## config.mk

```make
export PLATFORM = sky130hd
export DESIGN_NAME = modular_inverse_ext_euclid
export DESIGN_NICKNAME = d
export VERILOG_FILES = /design/src/sv/mie_pkg.sv /design/src/sv/mie_div.sv /design/src/sv/modular_inverse_ext_euclid.sv
export SDC_FILE = /design/constraint.sdc
export NUM_CORES = 1
export LEC_CHECK = 0
export BUFFER_PORTS_ARGS = -buffer_cell sky130_fd_sc_hd__clkbuf_2
export CORE_UTILIZATION = 62
export DETAILED_ROUTE_END_ITERATION = 7
export GPL_TIMING_DRIVEN = 1
export PLACE_DENSITY = 0.9
export SLEW_MARGIN = 20
export SYNTH_ARGS = -nofsm -noshare
export SYNTH_HDL_FRONTEND = slang
export SYNTH_SLANG_ARGS = --single-unit
export TNS_END_PERCENT = 10
```

## constraint.sdc

```tcl
create_clock -name clk -period 8.7 [get_ports clk]
set_input_delay 0.87 -clock clk [delete_from_list [all_inputs] [get_ports clk]]
set_output_delay 0.87 -clock clk [all_outputs]
set_load 0.02 [all_outputs]
```

## src/sv/mie_pkg.sv

```systemverilog
// shared types and constants for the modular inverse block
`timescale 1ns / 1ps

package mie_pkg;

	// operand width of value, modulus and results
	localparam int WIDTH = 32;
	// bits of the divider step counter
	localparam int CNT_W = $clog2(WIDTH);

	// input request
	typedef struct packed {
		logic [WIDTH-1:0] value;
		logic [WIDTH-1:0] modulus;
	} mie_req_t;

	// result
	typedef struct packed {
		logic [WIDTH-1:0] inverse;
		logic [WIDTH-1:0] common_divisor;
		logic             zero_value;
	} mie_res_t;

	// per-cycle status from the divider to the sequencer
	typedef struct packed {
		logic step;
		logic qbit;
		logic last;
	} mie_div_status_t;

endpackage

```

## src/sv/mie_div.sv

```systemverilog
// restoring divider, one quotient bit per cycle, msb first
`timescale 1ns / 1ps

module mie_div (
	input  logic                       clk,
	input  logic                       arst_n,
	input  logic                       load,
	input  logic [mie_pkg::WIDTH-1:0]  numer,
	input  logic [mie_pkg::WIDTH-1:0]  denom,
	output mie_pkg::mie_div_status_t   status,
	output logic [mie_pkg::WIDTH-1:0]  rem
);
	import mie_pkg::*;

	logic             run_q;
	logic [CNT_W-1:0] cnt_q;
	logic [WIDTH-1:0] num_q;
	logic [WIDTH-1:0] den_q;
	logic [WIDTH-1:0] rem_q;
	logic [WIDTH:0]   trial;
	logic [WIDTH:0]   diff;
	logic             ge;
	logic [WIDTH-1:0] rem_nxt;

	// shift in next dividend bit and try the subtraction
	always_comb begin
		trial   = {rem_q, num_q[WIDTH-1]};
		diff    = trial - {1'b0, den_q};
		ge      = (trial >= {1'b0, den_q});
		rem_nxt = ge ? diff[WIDTH-1:0] : trial[WIDTH-1:0];
	end

	assign status.step = run_q;
	assign status.qbit = ge;
	assign status.last = run_q && (cnt_q == '0);
	assign rem         = rem_nxt;

	// control
	always_ff @(posedge clk or negedge arst_n) begin
		if (!arst_n) begin
			run_q <= 1'b0;
			cnt_q <= '0;
		end else if (load) begin
			run_q <= 1'b1;
			cnt_q <= CNT_W'(WIDTH - 1);
		end else if (run_q) begin
			if (cnt_q == '0) begin
				run_q <= 1'b0;
			end
			cnt_q <= cnt_q - 1'b1;
		end
	end

	// datapath
	always_ff @(posedge clk) begin
		if (load) begin
			num_q <= numer;
			den_q <= denom;
			rem_q <= '0;
		end else if (run_q) begin
			num_q <= {num_q[WIDTH-2:0], 1'b0};
			rem_q <= rem_nxt;
		end
	end

endmodule

```

## src/sv/modular_inverse_ext_euclid.sv

```systemverilog
// modular inverse by extended euclid: sequencer, coefficient datapath, result
//
//  channel   ports                      direction  accepted when
//  request   start, request, busy       in         start && !busy
//  result    done, result               out        done (one cycle)
//
// each euclid step is a check, a divider run over WIDTH quotient bits and a
// coefficient update; unless the modulus is zero, a final divider run then
// reduces the coefficient, and the result follows. the running time is set
// by the single bit-serial divider. a zero value goes straight to done.
// busy is high from acceptance until done; reset clears the sequencer and the divider control only.
// the receiver cannot stall: done is a single-cycle strobe.
`timescale 1ns / 1ps

module modular_inverse_ext_euclid (
	input  logic              clk,
	input  logic              arst_n,
	input  logic              start,
	input  mie_pkg::mie_req_t request,
	output logic              busy,
	output logic              done,
	output mie_pkg::mie_res_t result
);
	import mie_pkg::*;

	localparam logic [2:0] ST_IDLE = 3'd0;
	localparam logic [2:0] ST_CHK  = 3'd1;
	localparam logic [2:0] ST_DIV  = 3'd2;
	localparam logic [2:0] ST_ADD  = 3'd3;
	localparam logic [2:0] ST_RED  = 3'd4;
	localparam logic [2:0] ST_DONE = 3'd5;

	logic [2:0]       state_q;
	logic [WIDTH-1:0] m_q;
	logic [WIDTH-1:0] r_old_q;
	logic [WIDTH-1:0] r_cur_q;
	logic [WIDTH-1:0] mag_old_q;
	logic [WIDTH-1:0] mag_cur_q;
	logic [WIDTH-1:0] acc_q;
	logic             neg_old_q;
	logic             neg_cur_q;
	mie_res_t         res_q;

	logic             div_load;
	logic [WIDTH-1:0] div_numer;
	logic [WIDTH-1:0] div_denom;
	mie_div_status_t  div_st;
	logic [WIDTH-1:0] div_rem;
	logic [WIDTH-1:0] acc_nxt;

	// shared divider
	mie_div u_div (
		.clk    (clk),
		.arst_n (arst_n),
		.load   (div_load),
		.numer  (div_numer),
		.denom  (div_denom),
		.status (div_st),
		.rem    (div_rem)
	);

	// divider launch: euclid step or final reduction of the coefficient
	always_comb begin
		div_load  = (state_q == ST_CHK) && ((r_cur_q != '0) || (m_q != '0));
		div_numer = (r_cur_q != '0) ? r_old_q : mag_old_q;
		div_denom = (r_cur_q != '0) ? r_cur_q : m_q;
	end

	// horner accumulation of q * mag_cur, one quotient bit a cycle
	assign acc_nxt = {acc_q[WIDTH-2:0], 1'b0} + (div_st.qbit ? mag_cur_q : '0);

	assign busy   = (state_q != ST_IDLE);
	assign done   = (state_q == ST_DONE);
	assign result = res_q;

	// sequencer
	always_ff @(posedge clk or negedge arst_n) begin
		if (!arst_n) begin
			state_q <= ST_IDLE;
		end else begin
			unique case (state_q)
				ST_IDLE: begin
					if (start) begin
						state_q <= (request.value == '0) ? ST_DONE : ST_CHK;
					end
				end
				ST_CHK: begin
					if (r_cur_q != '0) begin
						state_q <= ST_DIV;
					end else if (m_q != '0) begin
						state_q <= ST_RED;
					end else begin
						state_q <= ST_DONE;
					end
				end
				ST_DIV: begin
					if (div_st.last) begin
						state_q <= ST_ADD;
					end
				end
				ST_ADD:  state_q <= ST_CHK;
				ST_RED: begin
					if (div_st.last) begin
						state_q <= ST_DONE;
					end
				end
				ST_DONE: state_q <= ST_IDLE;
				default: state_q <= ST_IDLE;
			endcase
		end
	end

	// euclid registers and result
	always_ff @(posedge clk) begin
		unique case (state_q)
			ST_IDLE: begin
				m_q       <= request.modulus;
				r_old_q   <= request.modulus;
				r_cur_q   <= request.value;
				mag_old_q <= '0;
				mag_cur_q <= WIDTH'(1);
				neg_old_q <= 1'b0;
				neg_cur_q <= 1'b0;
				res_q     <= '{inverse: '0, common_divisor: request.modulus,
				               zero_value: 1'b1};
			end
			ST_CHK: begin
				acc_q <= '0;
				// modulus zero: no reduction of the coefficient
				res_q <= '{inverse: mag_old_q, common_divisor: r_old_q,
				           zero_value: 1'b0};
			end
			ST_DIV: begin
				if (div_st.step) begin
					acc_q <= acc_nxt;
				end
				if (div_st.last) begin
					r_old_q <= r_cur_q;
					r_cur_q <= div_rem;
				end
			end
			ST_ADD: begin
				mag_old_q <= mag_cur_q;
				mag_cur_q <= acc_q + mag_old_q;
				neg_old_q <= neg_cur_q;
				neg_cur_q <= !neg_cur_q;
			end
			ST_RED: begin
				// negative coefficient maps to modulus minus its reduced magnitude, or to zero
				if (div_st.last) begin
					if (!neg_old_q) begin
						res_q.inverse <= div_rem;
					end else if (div_rem != '0) begin
						res_q.inverse <= m_q - div_rem;
					end else begin
						res_q.inverse <= '0;
					end
				end
			end
			ST_DONE: begin
			end
			default: begin
			end
		endcase
	end

endmodule

```

==> results.cfg, run 1 <==
[run_status]
status = completed

[timing]
hold_viol = 0
finClkSkew_ps = 26.2
fmax_ghz = 0.133
rsz0062_at_grt = false
slew_headroom_pct = 27.1
worstMarginPinSlew_ps = 1090
setup_viol_count_final = 0
slew_viol_final = 0
finalCritPeriodShare_pct = 86.4
finalCriticalPeriod_ps = 7520
tns_ps = 0
hold_ws_ps = 212

[floorplanning]
dieArea_mm2 = 0.0364
floorplan.initialDensity_pct = 63.5
row_count = 68
die_w_um = 191
die_h_um = 191
ioPinCount = 134
core_area_mm2 = 0.0348

[logic_synthesis]
post-synth-top-area-fraction_pct = 43.9
synth_simple_gate_area_share_pct = 18.1
synth-seq-cells = 364
synth_area_leaders = edfxtp_1, ha_1, nand2_1
synth_cell_types = 90
synth_top_family_by_area = simple AND/OR/NAND/NOR gates
synth-edff-count = 323
synth_compound_area_share_pct = 16.3
synthXorXnorAreaFrac_pct = 4.36
async_flop_share_pct = 2.47
synthFlopType = edfxtp_1
synth_nets = 2434
synthAdderAreaFrac_pct = 7.37
yosys_warnings = 0
seq_area_frac_synth_pct = 47.8
synth_top_area_cell = edfxtp_1
synthCells = 2253
syn-cell-area_mm2 = 0.0221
syn_area_per_cell_um2 = 9.81
synth.mux.area_fraction_pct = 2.61

[drt]
detail-route-antenna-nets = 0
drt-pass1-iter-count = 5
post-route-drc-count = 0
drtIter0Drc = 2070
wl_per_cell_um = 22.9
num_vias = 18600
viasPerCell = 6.56
routed_wl_mm = 64.9

[layout]
final_cell_mix = nand2_1, edfxtp_1, nor2_1, clkbuf_2, o21ai_0
nets = 2535
nFillCells = 2481
final_area_mm2 = 0.0244
mostFrequentLayoutCell = nand2_1
drive_above_1_share_pct = 11.2
synthToLayoutAreaGrowth_pct = 10.6

[clocking]
cts_resized = 0
cts_sinks = 364
holdBufCountCts = 0
htreeDepth = 2
worst_skew_pair.late_latency_ps = 550
cts_buffers = 39
cts_tree = yes
clock-root-buffer = clkbuf_16
postCtsSetupRepairBufs = 0
cts_buffer_depth = 3
clkTransAtPathRegs_ps = 60

[placed_design]
placed_area_mm2 = 0.0232
place_hpwl_mm = 47.2
io_buffers = 133
gp_congestion = 1.00

[worst_setup_path]
cpPeakStageDelay_ps = 590
critical_path_class = reg -> reg
cpMostUsedCell = o21ai_0
cpMaxStageDelayCell = o41ai_1
path_delay_family = compound AO/OA/AOI/OAI gates
reg2reg_from = u_div.rem_q[5]
cp_num_buf_inv = 1
reg2reg_slack_ps = 1180
r2r_cells = 26
r2r_end = acc_q[31]
endpoint_kind = register
critPathLaunchType = register
critical_path.max_fanout = 13
crit_required_ps = 8970
arrival_ps = 7790

[run]
maxCapViolCount = 0

[global_route]
antenna_found_initial = 1
grt_pass1_vias = 17300
grt_max_degree = 92
track_usage_pct = 35.7
grt.overflow.total = 0
grt_pass1_wl_mm = 99.4

[hold_path]
hp-class = in -> async
-- cell usage after synthesis, types with 8 or more instances --
cell        n
nand2_1   360
edfxtp_1  323
nor2_1    184
o21ai_0   134
ha_1      110
inv_1      92
clkbuf_1   84
a21oi_1    81
and2_1     79
a21o_1     72
xnor2_1    59
mux2i_1    54
xor2_1     51
nor3_1     46
a211oi_1   44
nand3_1    37
dfxtp_1    32
nor4_1     32
a31oi_1    27
nand2b_1   20
and3_1     19
o211ai_1   18
nand4_1    17
buf_1      15
maj3_1     15
a21boi_0   14
a221o_1    13
o21bai_1   13
o21a_1     12
nor2b_1    11
or2_2      10
dfrtp_1     9
or3_1       9
nand3b_1    8
nor3b_1     8
-- metrics by stage --
| stage | setup slack, ps | utilization (%) | std cells |
|---|---|---|---|
| after global placement | 1650 | 66.8 | 2767 |
| after floorplan | 1310 | - | 2253 |
| final | 1180 | 70.2 | 2838 |
| after global routing | 804 | 70.2 | 2838 |
| after CTS | 1360 | 70.1 | 2836 |
| after detailed placement | 1380 | 66.8 | 2767 |
-- cell families (layout without fill, tap and decap cells) --
logic type                 count (synthesis)  in the layout
buffers and inverters                    199            328
DFF                                      364            364
xor gates and xnor gates                 110            110
adders and majority gates                131            131
and+or+nand+nor                          862            862
other                                      0              1
muxes                                     57             57
AOI/OAI and AO/OA                        530            530
-- final cells by class --
cell class,instances,area [um2],share of cell area (%)
timing repair buffer,165,926,3.79
multi-input combinational,1690,10800,44.4
clock inverter,22,164,0.671
inverter,94,353,1.44
clock buffer,47,1010,4.12
sequential,364,10600,43.2
antenna,1,2.50,0.0102
tap,455,569,2.33
-- metal layers --
layer	vias to the layer above	GRT usage (%)	routed length, um
met5	-	0	0
met4	0	13.6	2610
met3	156	6.09	7620
met2	1174	53.9	28500
met1	8843	51.4	26200
li1	8450	-	-
-- worst max path at each step --
stage,cells past startpoint,endpoint,start
floorplan,33,result[57],u_div.den_q[26]
global placement,28,result[57],u_div.rem_q[5]
detailed placement,26,acc_q[31],u_div.rem_q[5]
CTS,26,acc_q[31],u_div.rem_q[5]
global route,26,acc_q[31],u_div.rem_q[5]
finish,26,acc_q[31],u_div.rem_q[5]
-- sequential cells by signal (all words and copies together) (netlist names) --
name         count
state_q          3
mag_cur_q       32
r_old_q         32
m_q             32
neg_old_q        1
acc_q           32
u_div.num_q     32
u_div.run_q      1
r_cur_q         32
mag_old_q       32
u_div.cnt_q      5
u_div.rem_q     32
neg_cur_q        1
result          65
u_div.den_q     32
Power of run 1 is left out: the tool's default activity adds up to more than one toggle a clock period on the data nets, which glitch-free logic cannot reach.
==> run 2, diff against run 1 <==
clock period = 8.3 ns   (was 8.7 ns; I/O delays follow)
==> run 2 against run 1 <==
Critical endpoint is now result[57]. Sequential share of layout area is 0.31 points lower. Clock-buffer cell count is 5 lower. Via count rose by 1.4%. Final area increased by 0.73%. Die area unchanged. Fmax decreased by 0.93%. Non-clock buffer count rose by 3. Largest cell class unchanged. Critical path depth grew 3.
==> results.cfg, run 2 (synthesized netlist as in run 1, its figures left out) <==
[run_status]
status = completed

[layout]
final_cell_mix = nand2_1, edfxtp_1, nor2_1, clkbuf_2, o21ai_0
nFillCells = 2432
drive_above_1_share_pct = 11.8
largest_reg_flops = 65
mostFrequentLayoutCell = nand2_1
synthToLayoutAreaGrowth_pct = 11.4
nets = 2539

[clocking]
cts_tree = yes
cts_buffers = 40
cts_sinks = 364
clkTransAtPathRegs_ps = 70
holdBufCountCts = 0
cts_buffer_depth = 3
htreeDepth = 2
cts_resized = 0
clock-root-buffer = clkbuf_16
worst_skew_pair.late_latency_ps = 570
postCtsSetupRepairBufs = 0

[hold_path]
hp-class = in -> async

[placed_design]
io_buffers = 133
gp_congestion = 1.00
dp_slack_ps = 974
place_hpwl_mm = 47.4

[floorplanning]
core_area_mm2 = 0.0348
die_w_um = 191
die_h_um = 191
floorplan.initialDensity_pct = 63.5
row_count = 68
dieArea_mm2 = 0.0364
ioPinCount = 134

[drt]
wl_per_cell_um = 23.4
viasPerCell = 6.64
post-route-drc-count = 0
num_vias = 18900
drtIter0Drc = 2111
detail-route-antenna-nets = 0
drt-pass1-iter-count = 5
routed_wl_mm = 66.7

[worst_setup_path]
cpMaxStageDelayCell = or4_4
reg2reg_from = u_div.rem_q[5]
critical_path_class = reg -> reg
endpoint_kind = register
arrival_ps = 7900
r2r_cells = 29
crit_required_ps = 8610
cpPeakStageDelay_ps = 540
reg2reg_slack_ps = 710
critical_path.max_fanout = 16
r2r_end = result[57]
critPathLaunchType = register

[timing]
fmax_ghz = 0.132
finalCriticalPeriod_ps = 7590
rsz0062_at_grt = false
finalCritPeriodShare_pct = 91.4
tns_ps = 0
final.setup.worst_slack_ps = 713
setup_viol_count_final = 0
finClkSkew_ps = 19.3
worstMarginPinSlew_ps = 1110
hold_viol = 0
slew_viol_final = 0
slew_headroom_pct = 25.6

[global_route]
grt.overflow.total = 0
grt_pass1_wl_mm = 102
antenna_found_initial = 2
track_usage_pct = 36.7
grt_max_degree = 92
grt_pass1_vias = 17900

[run]
maxCapViolCount = 0
-- run 2: cell types whose count changed in the layout (fill, tap and decap cells not counted), sizes merged --
cell | previous run | this run
clkbuf | 180 | 175
clkinv | 18 | 23
buf | 32 | 35
bufinv | 2 | 5
clkinvlp | 1 | 2
-- run 2: final cells by class --
cell class                 count  area [um2]  area share, %
clock buffer                  42        1030           4.18
clock inverter                31         295           1.20
multi-input combinational   1690       10800           44.1
antenna                        1        2.50         0.0102
timing repair buffer         168         948           3.85
tap                          455         569           2.31
inverter                      94         353           1.43
sequential                   364       10600           42.9
-- run 2: stage by stage --
step / area [um2] / instances / hold WS [ps] / utilization [%]
after global placement: 23300 / 2770 / 482 / 66.8
after global routing: 24600 / 2845 / 157 / 70.7
after CTS: 24600 / 2843 / 144 / 70.6
final: 24600 / 2845 / 147 / 70.7
after floorplan: 22100 / 2253 / 472 / -
after detailed placement: 23300 / 2770 / 487 / 66.8
-- run 2: how the worst max path moves through the flow --
stage | startpoint | to | slack [ps]
after floorplan | u_div.den_q[26] | result[57] | 910
after global placement | u_div.rem_q[5] | result[57] | 1180
final | u_div.rem_q[5] | result[57] | 710
after CTS | u_div.rem_q[5] | result[57] | 810
after detailed placement | u_div.rem_q[5] | result[57] | 970
after global routing | u_div.rem_q[5] | result[57] | 280
-- run 2: routing by layer --
layer  up-vias  GRT usage (%)  routed length, um
met5         -              0                 12
li1       8451              -                  -
met3       212           7.64               8190
met1      8957           50.9              25900
met2      1271           55.1              29300
met4         2           16.9               3250
-- run 2: critical path, delay by kind of cell (launching register included) --
kind / cells / cell delay [ps]
XOR/XNOR: 1 / 140
adder cells (fa/ha/maj): 5 / 1590
multiplexers: 1 / 160
buffers and inverters: 3 / 280
AND/OR/NAND/NOR: 6 / 1550
flip-flops: 1 / 450
AO/OA/AOI/OAI: 13 / 3140
Power of run 2 is left out for the same reason.
